File: src/sv/utf_string_decoder_macros.svh
`ifndef UTF_STRING_DECODER_MACROS_SVH
`define UTF_STRING_DECODER_MACROS_SVH

// Same-cycle implication, sampled on clk, off while rst is high.
`define USD_ASSERT_NOW(label, cond, expr) \
  label: assert property (@(posedge clk) disable iff (rst) (cond) |-> (expr)) \
    else $error("usd assertion failed: same-cycle check");

// Next-cycle implication, sampled on clk, off while rst is high.
`define USD_ASSERT_NEXT(label, cond, expr) \
  label: assert property (@(posedge clk) disable iff (rst) (cond) |=> (expr)) \
    else $error("usd assertion failed: next-cycle check");

`endif

File: src/sv/usd_pkg.sv
package usd_pkg;

  localparam int BYTE_W  = 8;
  localparam int VALUE_W = 31;
  localparam int OWED_W  = 3;
  localparam int LEAD_PAYLOAD_W = 5;

  typedef enum logic [1:0] {
    KIND_LENGTH = 2'd0,
    KIND_CODE   = 2'd1,
    KIND_ERROR  = 2'd2
  } kind_t;

  typedef struct packed {
    logic                      valid;
    logic                      ascii;
    logic [OWED_W-1:0]         extra;
    logic [LEAD_PAYLOAD_W-1:0] payload;
  } lead_t;

  typedef struct packed {
    logic               valid;
    kind_t              kind;
    logic [VALUE_W-1:0] value;
    logic               last;
  } res_t;

endpackage

File: src/sv/usd_if.sv
interface usd_byte_if import usd_pkg::*; ();
  logic              valid;
  logic              ready;
  logic [BYTE_W-1:0] byte_in;

  modport source (output valid, output byte_in, input ready);
  modport sink   (input valid, input byte_in, output ready);
endinterface

interface usd_item_if import usd_pkg::*; ();
  logic               valid;
  logic               ready;
  logic [1:0]         item_kind;
  logic [VALUE_W-1:0] code_value;
  logic               last_of_string;

  modport source (output valid, output item_kind, output code_value, output last_of_string,
                  input ready);
  modport sink   (input valid, input item_kind, input code_value, input last_of_string,
                  output ready);
endinterface

File: src/sv/usd_lead_decode.sv
module usd_lead_decode import usd_pkg::*; (
  input  logic [BYTE_W-1:0] byte_in,
  output lead_t             lead
);

  localparam logic [2:0] LEAD_TWO   = 3'b110;
  localparam logic [3:0] LEAD_THREE = 4'b1110;
  localparam logic [4:0] LEAD_FOUR  = 5'b11110;
  localparam logic [5:0] LEAD_FIVE  = 6'b111110;
  localparam logic [6:0] LEAD_SIX   = 7'b1111110;

  always_comb begin
    lead = '0;
    priority if (!byte_in[7]) begin
      lead.valid = 1'b1;
      lead.ascii = 1'b1;
    end else if (byte_in[7:5] == LEAD_TWO) begin
      lead.valid   = 1'b1;
      lead.extra   = 3'd1;
      lead.payload = byte_in[4:0];
    end else if (byte_in[7:4] == LEAD_THREE) begin
      lead.valid   = 1'b1;
      lead.extra   = 3'd2;
      lead.payload = {1'b0, byte_in[3:0]};
    end else if (byte_in[7:3] == LEAD_FOUR) begin
      lead.valid   = 1'b1;
      lead.extra   = 3'd3;
      lead.payload = {2'b0, byte_in[2:0]};
    end else if (byte_in[7:2] == LEAD_FIVE) begin
      lead.valid   = 1'b1;
      lead.extra   = 3'd4;
      lead.payload = {3'b0, byte_in[1:0]};
    end else if (byte_in[7:1] == LEAD_SIX) begin
      lead.valid   = 1'b1;
      lead.extra   = 3'd5;
      lead.payload = {4'b0, byte_in[0]};
    end else begin
      lead = '0;
    end
  end

endmodule

File: src/sv/usd_core.sv
`include "utf_string_decoder_macros.svh"

module usd_core import usd_pkg::*; (
  input  logic              clk,
  input  logic              rst,
  input  logic              accept,
  input  logic [BYTE_W-1:0] byte_in,
  input  lead_t             lead,
  output res_t              res
);

  logic               phase, phase_next;
  logic [OWED_W-1:0]  owed, owed_next;
  logic [VALUE_W-1:0] acc, acc_next;
  logic [VALUE_W-1:0] chars, chars_next;
  logic [VALUE_W-1:0] acc_shift, chars_dec, fin_value;
  logic               fin;

  always_comb begin
    phase_next = phase;
    owed_next  = owed;
    acc_next   = acc;
    chars_next = chars;
    fin        = 1'b0;
    fin_value  = '0;
    res        = '0;
    acc_shift  = {acc[VALUE_W-7:0], byte_in[5:0]};
    chars_dec  = (chars != '0) ? chars - VALUE_W'(1) : chars;

    if (owed != '0) begin
      acc_next  = acc_shift;
      owed_next = owed - OWED_W'(1);
      if (owed == OWED_W'(1)) begin
        fin       = 1'b1;
        fin_value = acc_shift;
      end
    end else if (lead.ascii) begin
      fin       = 1'b1;
      fin_value = {{(VALUE_W-7){1'b0}}, byte_in[6:0]};
    end else if (lead.valid) begin
      acc_next  = {{(VALUE_W-LEAD_PAYLOAD_W){1'b0}}, lead.payload};
      owed_next = lead.extra;
    end else begin
      phase_next = 1'b0;
      chars_next = '0;
      acc_next   = '0;
      owed_next  = '0;
      res.valid  = 1'b1;
      res.kind   = KIND_ERROR;
      res.value  = '0;
      res.last   = 1'b1;
    end

    if (fin) begin
      acc_next  = '0;
      res.valid = 1'b1;
      res.value = fin_value;
      if (!phase) begin
        res.kind = KIND_LENGTH;
        if (fin_value == '0) begin
          res.last = 1'b1;
        end else begin
          chars_next = fin_value;
          phase_next = 1'b1;
        end
      end else begin
        res.kind   = KIND_CODE;
        chars_next = chars_dec;
        if (chars_dec == '0) begin
          phase_next = 1'b0;
          res.last   = 1'b1;
        end
      end
    end

    if (!accept) begin
      res.valid = 1'b0;
    end
  end

  always_ff @(posedge clk) begin
    if (rst) begin
      phase <= 1'b0;
      owed  <= '0;
      acc   <= '0;
      chars <= '0;
    end else if (accept) begin
      phase <= phase_next;
      owed  <= owed_next;
      acc   <= acc_next;
      chars <= chars_next;
    end
  end

  `USD_ASSERT_NOW(a_phase_tracks_chars, 1'b1, phase == (chars != '0))
  `USD_ASSERT_NOW(a_error_only_at_lead, res.valid && res.kind == KIND_ERROR, owed == '0)
  `USD_ASSERT_NEXT(a_owed_counts_down, accept && owed != '0,
                   owed == $past(owed) - OWED_W'(1))

endmodule

File: src/sv/usd_out_buf.sv
`include "utf_string_decoder_macros.svh"

module usd_out_buf import usd_pkg::*; (
  input  logic clk,
  input  logic rst,
  input  res_t res,
  output logic in_ready,
  usd_item_if.source item_chan
);

  logic main_valid, skid_valid;
  res_t main_data, skid_data;
  logic pop, push;

  assign in_ready = !skid_valid;
  assign pop      = main_valid && item_chan.ready;
  assign push     = res.valid;

  assign item_chan.valid          = main_valid;
  assign item_chan.item_kind      = main_data.kind;
  assign item_chan.code_value     = main_data.value;
  assign item_chan.last_of_string = main_data.last;

  always_ff @(posedge clk) begin
    if (rst) begin
      main_valid <= 1'b0;
      skid_valid <= 1'b0;
    end else if (pop) begin
      if (skid_valid) begin
        main_data  <= skid_data;
        skid_valid <= 1'b0;
      end else begin
        main_valid <= push;
        main_data  <= res;
      end
    end else if (push) begin
      if (!main_valid) begin
        main_valid <= 1'b1;
        main_data  <= res;
      end else begin
        skid_valid <= 1'b1;
        skid_data  <= res;
      end
    end
  end

  `USD_ASSERT_NOW(a_skid_needs_main, skid_valid, main_valid)
  `USD_ASSERT_NEXT(a_stall_fills_skid, push && main_valid && !pop, skid_valid)
  `USD_ASSERT_NEXT(a_main_holds, main_valid && !pop, main_valid && $stable(main_data))

endmodule

File: src/sv/utf_string_decoder.sv
// Decodes a byte stream of length-prefixed strings, one byte per cycle. Each string is a
// UTF-8 style length code of 1 to 6 bytes (up to 31 bits) followed by that many code points
// in the same coding; the block emits the length (item_kind 0), then each code point
// (item_kind 1), with last_of_string set on the final item of a string and on a zero
// length. A lead byte of 0x80-0xBF, 0xFE or 0xFF gives item_kind 2 with value 0 and last
// set, drops the string and reads the next byte as a new header. Continuation bytes give
// their low six bits unchecked; overlong codes pass. Throughput is one byte per cycle
// while ready is high, set by the single decode step between the byte port and the
// result register; each result is registered in a two-entry output buffer that keeps
// bytes flowing while a result waits, so ready drops only when both entries are full.
module utf_string_decoder import usd_pkg::*; (
  input  logic clk,
  input  logic rst,
  usd_byte_if.sink   byte_chan,
  usd_item_if.source item_chan
);

  lead_t lead;
  res_t  res;
  logic  in_ready;
  logic  accept;

  assign byte_chan.ready = in_ready;
  assign accept          = byte_chan.valid && in_ready;

  usd_lead_decode u_lead (
    .byte_in (byte_chan.byte_in),
    .lead    (lead)
  );

  usd_core u_core (
    .clk     (clk),
    .rst     (rst),
    .accept  (accept),
    .byte_in (byte_chan.byte_in),
    .lead    (lead),
    .res     (res)
  );

  usd_out_buf u_out (
    .clk       (clk),
    .rst       (rst),
    .res       (res),
    .in_ready  (in_ready),
    .item_chan (item_chan)
  );

endmodule
File: src/flat_wrapper.sv
// flat-port wrapper written by rule: the top's interface ports become plain ports
module utf_string_decoder_flat import usd_pkg::*;
  (clk, rst, byte_chan_valid, byte_chan_byte_in, byte_chan_ready, item_chan_valid, item_chan_item_kind, item_chan_code_value, item_chan_last_of_string, item_chan_ready);
  usd_byte_if byte_chan_i ();
  usd_item_if item_chan_i ();
  input  logic clk;
  input  logic rst;
  input wire logic [$bits(byte_chan_i.valid)-1:0] byte_chan_valid;
  input wire logic [$bits(byte_chan_i.byte_in)-1:0] byte_chan_byte_in;
  output wire logic [$bits(byte_chan_i.ready)-1:0] byte_chan_ready;
  output wire logic [$bits(item_chan_i.valid)-1:0] item_chan_valid;
  output wire logic [$bits(item_chan_i.item_kind)-1:0] item_chan_item_kind;
  output wire logic [$bits(item_chan_i.code_value)-1:0] item_chan_code_value;
  output wire logic [$bits(item_chan_i.last_of_string)-1:0] item_chan_last_of_string;
  input wire logic [$bits(item_chan_i.ready)-1:0] item_chan_ready;
  assign byte_chan_i.valid = byte_chan_valid;
  assign byte_chan_i.byte_in = byte_chan_byte_in;
  assign byte_chan_ready = byte_chan_i.ready;
  assign item_chan_valid = item_chan_i.valid;
  assign item_chan_item_kind = item_chan_i.item_kind;
  assign item_chan_code_value = item_chan_i.code_value;
  assign item_chan_last_of_string = item_chan_i.last_of_string;
  assign item_chan_i.ready = item_chan_ready;
  utf_string_decoder u_core (.clk(clk), .rst(rst), .byte_chan(byte_chan_i), .item_chan(item_chan_i));
endmodule
File: config.mk
export PLATFORM = sky130hd
export DESIGN_NAME = utf_string_decoder_flat
export DESIGN_NICKNAME = d
export VERILOG_FILES = /design/src/sv/usd_pkg.sv /design/src/sv/usd_if.sv /design/src/sv/usd_lead_decode.sv /design/src/sv/usd_core.sv /design/src/sv/usd_out_buf.sv /design/src/sv/utf_string_decoder.sv /design/src/flat_wrapper.sv
export VERILOG_INCLUDE_DIRS = /design/src /design/src/sv
export SDC_FILE = /design/constraint.sdc
export NUM_CORES = 1
export LEC_CHECK = 0
export BUFFER_PORTS_ARGS = -buffer_cell sky130_fd_sc_hd__clkbuf_2
export CAP_MARGIN = 20
export CORE_UTILIZATION = 44
export DETAILED_ROUTE_END_ITERATION = 12
export PLACE_DENSITY = 0.61
export SYNTH_ARGS = -nofsm -noshare
export SYNTH_HDL_FRONTEND = slang
export SYNTH_HIERARCHICAL = 1
export SYNTH_SLANG_ARGS = --single-unit
File: constraint.sdc
create_clock -name clk -period 5.15 [get_ports clk]
set_input_delay 0.515 -clock clk [delete_from_list [all_inputs] [get_ports clk]]
set_output_delay 0.515 -clock clk [all_outputs]
set_load 0.05 [all_outputs]
# Word level (Yosys, flattened, before mapping)
# Index checks and enable logic that the tools add are counted.
# W data, S select, Z words.
[classes]
bitwise_logic = 2
muxes = 55
add_sub_neg = 2
n_reduce_logical = 15
n_eq_ne = 10
[op_table]
columns = ["cell", "n"]
rows = [
  ["$mux W31", 9],
  ["$mux W35", 4],
  ["$mux W34", 4],
  ["$mux W25", 3],
  ["$logic_not A31 Y1", 2],
  ["$mux W8", 6],
  ["$reduce_bool A31 Y1", 1],
  ["$sub A31 B1 Y31 const B", 1],
  ["$mux W1", 23],
  ["$mux W3", 3],
  ["$reduce_and A2 Y1", 4],
  ["$eq A7 B7 Y1 const B", 1],
  ["$mux W7", 1],
  ["$eq A6 B6 Y1 const B", 1],
  ["$eq A5 B5 Y1 const B", 1],
  ["$mux W5", 1],
  ["$eq A4 B4 Y1 const B", 1],
  ["$ne A2 B1 Y1 const B", 2],
  ["$reduce_and A4 Y1", 1],
  ["$eq A3 B1 Y1 const B", 1],
  ["$eq A3 B3 Y1 const B", 1],
  ["$ne A3 B1 Y1 const B", 1],
  ["$reduce_and A3 Y1", 1],
  ["$reduce_bool A3 Y1", 1],
  ["8 further kinds", 10],
]
[word_totals]
wordCells = 96
input_bits = 12
out_inout_bits = 36
register_bits = 130

# Depth between registers and ports, before layout
[depth]
ltp_word = 16
mapped_depth = 14
mapped_depth_nobuf = 11

# Modules after synthesis
# Netlist, hierarchy kept.
[by_module_without_submodules]
columns = ["mod", "area_each_um2", "instances", "seq_area_each_um2", "cells_per_inst"]
rows = [
  ["usd_core", 4137.7, 1, 1201.2, 554],
  ["usd_out_buf", 2678.8, 1, 2082.0, 117],
  ["usd_lead_decode", 121.4, 1, 0.0, 21],
  ["utf_string_decoder", 6.3, 1, 0.0, 1],
]

# Worst setup path before layout
# No wires, ideal clock.
[synth_path]
path_kind = "input to register"
from = "input port byte_chan_byte_in[5]"
to = "register u_core/u_out/skid_data[0] (netlist bit) (enable)"
n_path_buf = 2
t_arrival_ns = 4.378
t_required_ns = 4.682
cell_stages = 11
slack_ns = 0.305
setup_time_ns = 0.468
cell_sequence = "nand3_2 o21ai_1 nand2_1 clkbuf_1 or3_1 clkbuf_1 inv_1 o21ai_0 inv_1 nand2_1 nor3_1"
[synth_rtl]
columns = ["element", "line_no", "text"]
rows = [
  ["start, declared", "flat_wrapper.sv:9", "input wire logic [$bits(byte_chan_i.byte_in)-1:0] byte_chan_byte_in;"],
  ["end signal, assigned", "usd_out_buf.sv:42", "skid_data <= res;"],
  ["end, declared", "usd_out_buf.sv:12", "res_t main_data, skid_data;"],
]

==> run metrics <==
status=completed; Synth Warn #=6; RSZ-0062 raised after global routing=false; CP endpoint kind=flip-flop; actual slew at the worst max-slew pin=0.9578 ns; hold_sp=item_chan_ready; pwr dens=456.2 nW/um2; switch share=34.89%; initial DRC count=534; Sink Count=130; Lkg Pwr=3.003 nW; DRT Pass-1 Iters=5; DRT met1 WL=8978 um; sequential area share after synthesis=47.28%; EDFF count, synth=68; Crit Path Max Fanout=20; Switch Pwr=1.267 mW; critical-path cell list=nor4_1 > nand3b_4 > nor3_4 > nor4_1 > or3_4 > a2111oi_4 > nand2_1 > o21bai_1 > mux2_2; FF-to-FF End=u_core/u_out/item_chan.last_of_string; startpoint types=flip-flop; chip height=127.6 um; Ant. Diodes=0; Synth Net Count=710; fraction of layout cells with a size suffix above 1=19.35%; worst path bufs/invs=0; CP Data Arrival Time=3.83 ns; setup ws final=1.605 ns; Placement Setup Slack=1.615 ns; internal power=2.363 mW; Filler cells=1403; Post-synth top cells=70 x nor2_1, 68 x edfxtp_1, 62 x dfxtp_1; DIE AREA=16290 um2; Antenna Nets Post-Route=0; Yosys top cell area share=29.41%; # setup viols final=0; Worst path top cell family by delay=simple AND/OR/NAND/NOR gates; Rel. slew slack=36.15%; Residual DRC=0; synthesized area=6944 um2; number of port buffers=47; crit path launch=u_core/u_core/chars[12]; via count=5735; Period Utilization, post-route=68.83%; CTS root buf=clkbuf_16; Layout area overhead=14.59%; largest net degree at the start of global routing=47; vias in the first global route=5299; clock period minus final worst setup slack=3.545 ns; PnR Total Power=3.630 mW; Worst R2R Setup Slack=1.61 ns; htree depth=4; initial core utilization=45.34%; final hold vios=0; fraction of registers with async set/reset=0%; combinational power share=30.9%; DPL Wire Length=12850 um; Max IR drop VDD=251.4 uV; Yosys top cell by area=edfxtp_1; R2R Path Start=u_core/u_core/chars[12]; most common flop cell mapped by yosys=edfxtp_1; Global Route Usage Sum=23.73%; first-pass GRT wire length=29410 um; routed length on met2=8398 um; setup TNS=0 ns; post-cts hold buffer count=0; largest cells by area after synthesis=edfxtp_1 29%, dfxtp_1 18%, mux2_4 6.5%; CP Class=flip-flop to flip-flop; master of the slowest instance on the critical path=nor4_1; Unique masters post-synth=76; hold depth=2; fin nets=739; post-synthesis average cell area=10.02 um2; CTS Buffer Depth=2; min-delay worst type=input pin to flip-flop; Worst path max stage delay=0.70 ns; Max Clock Freq=282.1 MHz; Seq pwr share=34.0%; clk_lat worst skew=0.43 ns; gr ovfl total=0; total CTS buffers=17; routed wl met3=935 um; CP dominant cell by count=nor4_1; Setup Skew=0.02211 ns; DR vias/cell=6.069; Core Area=15310 um2; WP data required=5.43 ns; most numerous cell in the Yosys netlist=nor2_1; Worst Reg2Reg Path Length in Cells=9; Die Wd=127.6 um; number of setup buffers added after CTS=0; WHS Endpoint=u_core/u_out/skid_valid; Clock Power Share=35.1%; Cells after Synth=693; Slew Viols, Final=0; number of synthesized register bits=130; Max Used Layer=met4; CTS tree=built; WL/cell=19.68 um; IO Count=48; row count=45; max cap viols=0; gpl congestion=0.9259; Post-Route WL=18590 um; cts repair resizes=0; Worst-path clk slew=0.06 ns; initial antenna violation count=0
[worst reg2reg max path, cell delays in order, from the launching register on]
cell	delay [ns]
dfxtp_1	0.37
nor4_1	0.70
nand3b_4	0.23
nor3_4	0.63
nor4_1	0.22
or3_4	0.39
a2111oi_4	0.33
nand2_1	0.10
o21bai_1	0.24
mux2_2	0.20
[power groups by stage]
stage | Sequential [mW] | Clock, mW | Combinational (mW)
6_report | 1.23 | 1.27 | 1.12
4_1_cts | 1.23 | 1.30 | 1.10
3_5_place_dp | 1.25 | 0 | 1.10
5_1_grt | 1.24 | 1.35 | 1.21
3_3_place_gp | 1.25 | 0 | 1.10
2_1_floorplan | 1.28 | 0 | 0.812
[worst max path at each step]
stage	cells past startpoint	slack, ns	to
detailed placement	12	1.62	u_core/u_out/skid_data[27]
finish	9	1.61	u_core/u_out/item_chan.last_of_string
CTS	9	1.64	u_core/u_out/item_chan.last_of_string
global route	9	1.26	u_core/u_out/item_chan.last_of_string
global placement	12	1.69	u_core/u_out/skid_data[28]
floorplan	11	0.30	u_core/u_out/skid_data[0]
[layout by cell type, fill, tap and decap left out, types with 10 or more instances in the layout]
master | netlist | layout
o21ai_0 | 38 | 38
dfxtp_1 | 62 | 62
and2_1 | 32 | 32
nor4_1 | 18 | 18
a221oi_1 | 10 | 10
a21oi_1 | 41 | 41
or3_1 | 10 | 10
edfxtp_1 | 68 | 68
nand2_1 | 41 | 41
o31ai_1 | 10 | 10
inv_1 | 14 | 14
clkbuf_2 | 0 | 47
mux2_4 | 30 | 30
buf_4 | 0 | 12
nand3_1 | 12 | 12
nor2_1 | 70 | 69
xnor2_1 | 11 | 11
a211oi_1 | 11 | 11
a22oi_1 | 29 | 29
nor3_1 | 15 | 13
clkbuf_16 | 0 | 17
[flip-flops by register name (all words and copies together) (netlist names)]
register / flops
u_core/u_core/owed: 3
u_core/u_core/acc: 25
u_core/u_out/item_chan.last_of_string: 1
u_core/u_out/skid_valid: 1
u_core/u_out/skid_data: 34
u_core/u_out/item_chan.code_value: 31
u_core/u_core/phase: 1
u_core/u_core/chars: 31
u_core/u_out/item_chan.valid: 1
u_core/u_out/item_chan.item_kind: 2
[per-stage QoR]
step,hold slack (ns),utilization (%),instances,area (um2)
3_5_place_dp,0.4981,47.84,914,7327
6_report,0.4590,51.96,945,7958
3_3_place_gp,0.4908,47.84,914,7327
4_1_cts,0.4371,51.96,945,7958
2_1_floorplan,0.4740,-,693,6944
5_1_grt,0.4591,51.96,945,7958
[area by class of cell]
| class | instances | area [um2] | area share (%) |
|---|---|---|---|
| Tap cell | 211 | 264.0 | 3.318 |
| Sequential cell | 130 | 3283 | 41.26 |
| Clock buffer | 17 | 425.4 | 5.346 |
| Inverter | 15 | 56.30 | 0.7075 |
| Timing Repair Buffer | 59 | 325.3 | 4.088 |
| Clock inverter | 14 | 205.2 | 2.579 |
| Multi-Input combinational cell | 499 | 3398 | 42.70 |
[logic make-up after synthesis]
logic type	after synthesis	share of synthesized area, %
compound gates	190	18.65
fa+ha+maj	5	0.9009
buf+inv	64	3.964
xor+xnor	16	2.018
flops	130	47.28
mux	37	7.568
simple gates	251	19.62
[routing by layer]
layer	global-route usage (%)	vias up
li1	-	2671
met1	33.58	2835
met2	36.19	207
met3	4.397	22
met4	8.651	0
met5	0	-
(Power assumes the default switching activity.)
